===== src/design/ssp_rem.sv =====
// Bit-serial restoring remainder unit, one dividend bit per cycle.
module ssp_rem #(
  parameter int NW = 33,
  parameter int DW = 17
) (
  input  logic          clk,
  input  logic          rst_n,
  input  logic          go,
  input  logic [NW-1:0] num,
  input  logic [DW-1:0] den,
  output logic          done,
  output logic [DW-1:0] rem
);
  localparam int CW = $clog2(NW + 1);

  logic [NW-1:0] q_r;
  logic [DW-1:0] r_r;
  logic [DW-1:0] d_r;
  logic [CW-1:0] cnt_r;
  logic          run_r;
  logic          done_r;
  logic [DW:0]   t;
  logic [DW:0]   t_sub;

  assign t     = {r_r, q_r[NW-1]};
  assign t_sub = t - {1'b0, d_r};

  always_ff @(posedge clk) begin
    if (!rst_n) begin
      run_r  <= 1'b0;
      done_r <= 1'b0;
      cnt_r  <= '0;
    end else begin
      done_r <= 1'b0;
      if (go) begin
        run_r <= 1'b1;
        cnt_r <= '0;
      end else if (run_r) begin
        cnt_r <= cnt_r + 1'b1;
        if (cnt_r == CW'(NW - 1)) begin
          run_r  <= 1'b0;
          done_r <= 1'b1;
        end
      end
    end
  end

  always_ff @(posedge clk) begin
    if (go) begin
      q_r <= num;
      r_r <= '0;
      d_r <= den;
    end else if (run_r) begin
      q_r <= q_r << 1;
      if (t >= {1'b0, d_r}) begin
        r_r <= t_sub[DW-1:0];
      end else begin
        r_r <= t[DW-1:0];
      end
    end
  end

  assign done = done_r;
  assign rem  = r_r;
endmodule


===== config.mk =====
export PLATFORM = sky130hd
export DESIGN_NAME = ssp_rem
export DESIGN_NICKNAME = d
export VERILOG_FILES = /design/src/design/ssp_rem.sv
export SDC_FILE = /design/constraint.sdc
export NUM_CORES = 1
export LEC_CHECK = 0
export ABC_AREA = 1
export BUFFER_PORTS_ARGS = -buffer_cell sky130_fd_sc_hd__buf_4
export CORE_ASPECT_RATIO = 0.8
export CORE_UTILIZATION = 32
export DETAILED_ROUTE_END_ITERATION = 10
export PLACE_DENSITY_LB_ADDON = 0.15
export SLEW_MARGIN = 0
export SYNTH_ARGS = -nofsm -noshare
export SYNTH_HDL_FRONTEND = slang
export SYNTH_SLANG_ARGS = --single-unit
export TNS_END_PERCENT = 30

===== constraint.sdc =====
create_clock -name clk -period 3.16 [get_ports clk]
set_input_delay 0.316 -clock clk [delete_from_list [all_inputs] [get_ports clk]]
set_output_delay 0.316 -clock clk [all_outputs]
set_load 0.01 [all_outputs]

Yosys cells after proc, flatten, opt, wreduce, memory -nomap -nowiden
Cells that the tools add are included.
{ "totals": {"regBits": 75, "word_cells": 22} }
{ "op_classes": {"bitwise": 2, "n_reduce_logical": 3, "order_cmp": 1, "n_mux": 7, "addsub": 2, "n_eq_ne": 1} }
{ "ops": {"columns": ["op", "count"], "rows": [
  ["33-bit 2-to-1 mux", 2],
  ["18-bit by 17-bit >= comparator with 1-bit output", 1],
  ["17-bit 2-to-1 mux", 1],
  ["17-bit subtractor", 1],
  ["6-bit by 1-bit adder with 6-bit output, second input constant", 1],
  ["6-bit == test, second input constant", 1],
  ["1-bit 2-to-1 mux", 4],
  ["3-bit OR reduction", 1],
  ["1-bit NOT", 2],
  ["2-bit nonzero test", 1],
  ["2-bit OR reduction", 1]
]} }

Depth between registers and ports, before layout
Gate-level depths: netlist of the first run.
{ "logic_depth": {"word_depth": 4, "mapped_depth": 14, "ltp_nobuf": 14} }

Worst setup path after synthesis of the first run
OpenSTA, ideal clock, no wires.
{ "synth_path": {"kind": "input to register", "startpoint": "input port go", "endpoint": "register q_r[0], enable pin", "arrival_ns": 1.579, "setup_slack_ns": 1.025, "path_stages": 3, "n_path_buf": 1, "cell_sequence": "clkbuf_1 -> nor2_2 -> clkinv_1"} }
{ "synth_between": {"elab_chain_len": 1} }
{ "synth_rtl": {"columns": ["item", "line_no", "rtl"], "rows": [
  ["from (decl)", "8", "input logic go,"],
  ["2-bit nonzero test (no line)", null, null],
  ["to (signal assigned)", "50", "q_r <= num;"],
  ["to (signal assigned)", "54", "q_r <= q_r << 1;"],
  ["to (decl)", "16", "logic [NW-1:0] q_r;"]
]} }
Every way passes these cells.
A chain may end at the register's enable or synchronous reset.

Final worst setup path of the first run
{ "layout_path": {"startpoint": "register d_r[15]", "endpoint": "register r_r[6], in the netlist rem[6]"} }
{ "layout_between": {"elab_chain_len": 2} }
{ "layout_rtl": {"columns": ["item", "line_no", "rtl"], "rows": [
  ["from (decl)", "18", "logic [DW-1:0] d_r;"],
  ["from (signal assigned)", "52", "d_r <= den;"],
  ["18-bit by 17-bit >= comparator with 1-bit output", "55", "if (t >= {1'b0, d_r}) begin"],
  ["17-bit 2-to-1 mux", "55", null],
  ["to (signal assigned)", "56", "r_r <= t_sub[DW-1:0];"],
  ["to (signal assigned)", "58", "r_r <= t[DW-1:0];"],
  ["to (decl)", "17", "logic [DW-1:0] r_r;"]
]} }
Every way passes these cells.

==> results of run 1 <==
## registers in the layout, summed over array words and instances (netlist names)
signal / count
done: 1
q_r: 33
run_r: 1
cnt_r: 6
rem: 17
d_r: 17
## cells by family (layout without fill, tap and decap cells)
logic type	Yosys count	count (layout)	share of synthesized area, %
xor+xnor	7	7	1.43
flops	75	75	46.7
compound gates	28	28	3.41
buf+inv	102	179	9.48
fa+ha+maj	20	20	6.01
simple gates	322	322	33.0
## layout make-up
type	instances	area, um2	area share [%]
Timing Repair Buffer	73	561	10.6
Clock inverter	6	63.8	1.21
Clock buffer	10	229	4.33
Multi-Input combinational cell	377	1880	35.5
Tap cell	175	219	4.14
Sequential cell	75	2000	37.8
Inverter	90	338	6.38
## critical path: cells and delay by family, from the launching register on
family                   cells  cell delay (ps)
buffers and inverters        1               70
AND/OR/NAND/NOR              7             1220
adder cells (fa/ha/maj)      1              260
flip-flops                   1              360
AO/OA/AOI/OAI                2              260
## through the flow
step                      worst slack [ps]  hold slack [ps]
after floorplan                       1020              415
after global routing                   625              128
after global placement                 903              477
after detailed placement               860              482
final                                  895              143
after CTS                              854              131
## layer usage
metal | part of all wire (%) | vias up | global-route usage [%]
met5 | 0 | - | 0
met4 | 0.96 | 0 | 4.07
met3 | 4.3 | 6 | 5.58
met2 | 43 | 60 | 23.5
met1 | 52 | 1590 | 20.8
li1 | - | 1881 | -
## power by group through the flow
stage | Combinational (mW) | Sequential (mW) | Clock (mW)
2_1_floorplan | 0.169 | 1.16 | 0
3_3_place_gp | 0.276 | 1.16 | 0
3_5_place_dp | 0.277 | 1.16 | 0
4_1_cts | 0.279 | 1.14 | 1.07
5_1_grt | 0.312 | 1.15 | 1.11
6_report | 0.275 | 1.14 | 1.05
## worst max-delay path by stage
stage / cells after the start / end
2_1_floorplan: 3 / q_r[0]
3_3_place_gp: 10 / rem[2]
6_report: 11 / rem[6]
3_5_place_dp: 11 / rem[6]
4_1_cts: 11 / rem[6]
5_1_grt: 11 / rem[7]
## layout by cell type (no fill, tap or decap)
cell type / Yosys / final
nor2_4: 2 / 2
edfxtp_1: 50 / 50
clkinvlp_4: 0 / 1
buf_4: 1 / 72
buf_12: 1 / 1
fa_1: 1 / 1
o21ai_0: 9 / 9
clkinv_1: 1 / 2
inv_1: 83 / 83
nand3b_1: 5 / 5
and2_1: 1 / 1
o21ai_2: 1 / 1
nand2_1: 225 / 225
nand3_2: 9 / 9
dfxtp_1: 25 / 25
inv_2: 6 / 6
nand3_1: 38 / 38
o211ai_1: 1 / 1
inv_6: 0 / 2
xnor2_1: 5 / 5
clkbuf_16: 0 / 9
clkinv_2: 0 / 1
nor3_1: 6 / 6
nand2_4: 2 / 2
nor2_2: 1 / 1
nor3_4: 1 / 1
nand4_1: 3 / 3
nor2_1: 21 / 21
ha_1: 19 / 19
xor2_1: 2 / 2
nand2_2: 6 / 6
or2_1: 1 / 1
o21ai_1: 3 / 3
a21oi_1: 14 / 14
nor3b_1: 1 / 1
bufinv_16: 0 / 1
clkbuf_1: 5 / 1
==> impl_metrics.tcl, run 1 <==
set metrics [dict create \
    status "finished clean" \
    row_count 37 \
    fmaxAchievable_mhz 441 \
    place_hpwl_um 7260 \
    ctsResizeCount 0 \
    switching_power_uw 614 \
    cpPeakStageDelay_ps 460 \
    vias 3537 \
    grt_start_max_net_pins 55 \
    die_y_um 106 \
    cellPowerDensity_nw_per_um2 465 \
    grt_first_pass_wirelength_um 16800 \
    yosysMostFrequentCell "nand2_1" \
    dieArea_um2 13900 \
    syn_inst 554 \
    cts_root_buf "clkbuf_16" \
    port_buffers 70 \
    area_growth_pct 23.4 \
    max_slew_margin_pct 36.7 \
    drc 0 \
    antenna_found_initial 0 \
    ant_nets 0 \
    synth_top_cells_by_area "edfxtp_1 (35%), nand2_1 (20%), dfxtp_1 (12%)" \
    crit_slowest_cell "nor2_4" \
    async_reset_ff_share_pct 0 \
    ys_warn_count 0 \
    cts_hold_buf 0 \
    finalMaxSlewViolations 0 \
    reg2reg_depth 11 \
    crit_path_end_kind "flip-flop" \
    final_cell_area_um2 5290 \
    finalCritPeriodShare_pct 71.7 \
    vdd_drop_max_v 0.000357 \
    layout-drive-gt1-share_pct 18.2 \
    worstPathCellList "inv_1 -> ha_1 -> a21oi_1 -> nor2_1 -> nor2_1 -> nand2_1 -> nor2_4 -> nand2_4 -> nand2_1 -> nand3_1 -> o21ai_0" \
    p_int_mw 1.85 \
    p_comb_share_pct 11.2 \
    grt_overflow 0 \
    synthTopCellsByCount "nand2_1 (225), inv_1 (83), edfxtp_1 (50)" \
    post-route-util_pct 40.8 \
    grt_setup_unrepaired "false" \
    crit_start "d_r[15]" \
    layout.cells.non_filler 806 \
    first_global_vias 3485 \
    routed_via_density 4.39 \
    tns_ps 0 \
    p_leak_nw 2.69 \
    worstHoldPathCells 1 \
    synth.net_count 627 \
    num-fill-cells 1390 \
    seqPwrFrac_pct 46.4 \
    reg2reg_from "d_r[15]" \
    r2r-end "rem[6]" \
    ys_ff_latch 75 \
    critPathMaxFanout 18 \
    cts_tree "done" \
    crit_type "reg -> reg" \
    worst_pin_slew_ps 948 \
    finalHoldViolCount 0 \
    drtIter0Drc 195 \
    wire_per_inst_um 12.7 \
    final_nets 699 \
    ios 71 \
    synth_seq_area_share_pct 46.7 \
    core_area_um2 13000 \
    drtPass1Iterations 4 \
    grt_use_total_pct 15.5 \
    setup_viol 0 \
    synth.distinct_cells 34 \
    critPathLaunchType "flip-flop" \
    rrSetupSlack_ps 890 \
    place_congestion 0.886 \
    syn_avg_cell_area_um2 7.74 \
    drv_cap 0 \
    cts_buffers 9 \
    clk_pin_slew_ps 60 \
    initial_core_util_pct 33.1 \
    holdCritPathClass "in -> reg" \
    clkPwrFrac_pct 42.4 \
    clk_latency_ps 340 \
    fin_crit_ps 2270 \
    finalClockSkew_ps 8.62 \
    cts_sinks 75 \
    synth_largest_area_cell "edfxtp_1" \
    worstPathRequired_ps 3420 \
    dp.cells 790 \
    switching_share_pct 24.9 \
    critPathArrivalTime_ps 2530 \
    routed_wirelength_um 10200 \
    hold_end "d_r[10]" \
    synth.top_cell.area_share_pct 35.0 \
    num_antenna_cells 0 \
    ys.flop_type "edfxtp_1" \
    post_dp_cell_area_um2 5000 \
    post_cts_buffers 0 \
    cts_buffer_depth 2 \
    p_total_mw 2.46 \
    die_x_um 131 \
    worstHoldStart "den[10]" \
    synth_edf_count 50 \
    synth_area_um2 4290 \
    h-tree-depth 3 \
]
No activity file was read; power rests on OpenSTA's default activity.
==> run 2: changes to the inputs <==
- ABC_AREA: 1 -> 0
- clock period: 3.16 -> 2.01 ns (I/O delays scaled with it)
==> impl_metrics.tcl, run 2 <==
set metrics [dict create \
    finalCritPeriodShare_pct 128 \
    max_flop_register "q_r" \
    critPathMaxFanout 8 \
    ys_warn_count 0 \
    routed_via_density 4.87 \
    dp.cells 631 \
    finalClockSkew_ps 7.95 \
    h-tree-depth 3 \
    die_x_um 127 \
    antenna_found_initial 0 \
    grt_overflow 0 \
    grt_first_pass_wirelength_um 15100 \
    synth_area_um2 3990 \
    clk_latency_ps 340 \
    cts_root_buf "clkbuf_16" \
    fmaxAchievable_mhz 390 \
    cts_buffer_depth 2 \
    drc 0 \
    place_hpwl_um 7000 \
    row_count 36 \
    worstHoldStart "den[11]" \
    p_leak_nw 2.39 \
    clk_pin_slew_ps 60 \
    grt_setup_unrepaired "true" \
    vdd_drop_max_v 0.000418 \
    reg2reg_depth 11 \
    grt_start_max_net_pins 34 \
    crit_type "reg -> reg" \
    ys_ff_latch 75 \
    cellPowerDensity_nw_per_um2 780 \
    crit_path_end_kind "flip-flop" \
    yosysMostFrequentCell "edfxtp_1" \
    synthTopCellsByCount "edfxtp_1 (50), mux2_2 (32), nor2_1 (28)" \
    layout_common_cells "buf_4 (142), edfxtp_1 (50), mux2_2 (32), nor2_1 (28), inv_1 (26)" \
    largest_register_ffs 33 \
    synth.distinct_cells 50 \
    layout-drive-gt1-share_pct 42.3 \
    hold_end "d_r[11]" \
    finalMaxSlewViolations 0 \
    place_congestion 0.831 \
    critPathArrivalTime_ps 2820 \
    core_area_um2 12200 \
    first_global_vias 2990 \
    ant_nets 0 \
    synth_edf_count 50 \
    fin_crit_ps 2560 \
    port_buffers 70 \
    ys.flop_type "edfxtp_1" \
    dieArea_um2 12900 \
    drtPass1Iterations 4 \
    cts_sinks 75 \
    area_growth_pct 39.7 \
    setup_ws_ps -553 \
    die_y_um 102 \
    vias 3169 \
    cts_tree "done" \
    drtIter0Drc 177 \
    routed_wirelength_um 9410 \
    final_common_cell "buf_4" \
    critPathLaunchType "flip-flop" \
    violations "negative setup slack" \
    num_antenna_cells 0 \
    initial_core_util_pct 32.8 \
    holdCritPathClass "in -> reg" \
    status "finished with violations" \
    final_nets 567 \
    layout.cells.non_filler 651 \
    syn_inst 354 \
    ios 71 \
    post_dp_cell_area_um2 5180 \
    p_total_mw 4.35 \
    synth.net_count 427 \
    wire_per_inst_um 14.5 \
    r2r-end "rem[1]" \
    reg2reg_from "q_r[32]" \
    synth.top_cell.area_share_pct 37.6 \
    rrSetupSlack_ps -550 \
    synth_largest_area_cell "edfxtp_1" \
    grt_use_total_pct 15.2 \
    syn_avg_cell_area_um2 11.3 \
    worst_hold_slack_ps 37.8 \
    synth_seq_area_share_pct 50.2 \
    max_slew_margin_pct 52.9 \
    worstPathRequired_ps 2270 \
    final_cell_area_um2 5570 \
    setup_viol 17 \
    drv_cap 0 \
    cts_buffers 9 \
    async_reset_ff_share_pct 0 \
    worstHoldPathCells 1 \
    synth_top_cells_by_area "edfxtp_1 (38%), dfxtp_1 (13%), mux2_2 (9.0%)" \
    worst_pin_slew_ps 703 \
    finalHoldViolCount 0 \
]
run 2: changes by cell type in the layout (fill, tap and decap cells not counted), moves of 7 or more:
| cell | change |
|---|---|
| mux2_2 | +32 |
| inv_1 | -57 |
| nand3_2 | -8 |
| nand3_1 | -35 |
| a31oi_1 | +7 |
| mux2i_1 | +7 |
| buf_4 | +70 |
| nor2_1 | +7 |
| a211oi_1 | +8 |
| a21o_1 | +7 |
| nand2_1 | -204 |
run 2: worst max path at each step:
stage,from,endpoint,cells after the start
after floorplan,q_r[32],rem[13],11
after global placement,q_r[32],rem[13],11
after detailed placement,q_r[32],rem[13],11
after CTS,q_r[32],rem[5],11
after global routing,q_r[32],rem[5],11
final,q_r[32],rem[1],11
run 2: per-layer routing:
| layer | GRT usage, % | routed length (um) |
|---|---|---|
| met4 | 4.67 | 106 |
| met1 | 22.2 | 4890 |
| met3 | 4.14 | 442 |
| met5 | 0 | 0 |
| met2 | 21.9 | 3970 |
run 2: cell families after synthesis:
family	count (synthesis)	synth area share, %
fa+ha+maj	20	6.46
buf+inv	44	4.52
flops	75	50.2
simple gates	82	9.72
compound gates	77	14.5
xor+xnor	15	3.29
mux	41	11.3
run 2: what timing repair did:
action	4_1_cts	5_1_grt
hold buffers	0	0
endpoints found under the setup margin	17	17
pin swaps	3	4
resized for setup	6	9
setup buffers	4	0
run 2: power breakdown:
part	switching, mW	internal [mW]	leakage, nW
sequential	0.0443	1.79	0.703
combinational	0.432	0.480	1.55
clock	0.640	0.961	0.139
total	1.12	3.23	2.39
run 2: worst max-delay path: stages, from the launching register on:
cell      delay, ps
edfxtp_1        380
inv_1            80
ha_2            170
inv_2            40
fa_2            330
a21o_1          180
a221o_2         390
a41oi_4         180
a31oi_4         180
buf_6           210
mux2i_4         180
a211oi_2        170
run 2: final cells by class:
| class | instances | area [um2] |
|---|---|---|
| fillers | 1143 | 6590 |
| multi-input cells | 235 | 1870 |
| flip-flops and latches | 75 | 2000 |
| clock inverters | 6 | 63.8 |
| inverters | 27 | 101 |
| repair buffers | 146 | 1120 |
| clock buffers | 10 | 229 |
| well taps | 152 | 190 |
run 2: per-stage QoR:
step	setup TNS (ps)	util (%)	setup WS [ps]
6_report	-8440	45.8	-553
5_1_grt	-10840	45.8	-702
4_1_cts	-8710	45.4	-559
3_5_place_dp	-9530	42.6	-620
3_3_place_gp	-8890	42.6	-579
2_1_floorplan	-6910	-	-468
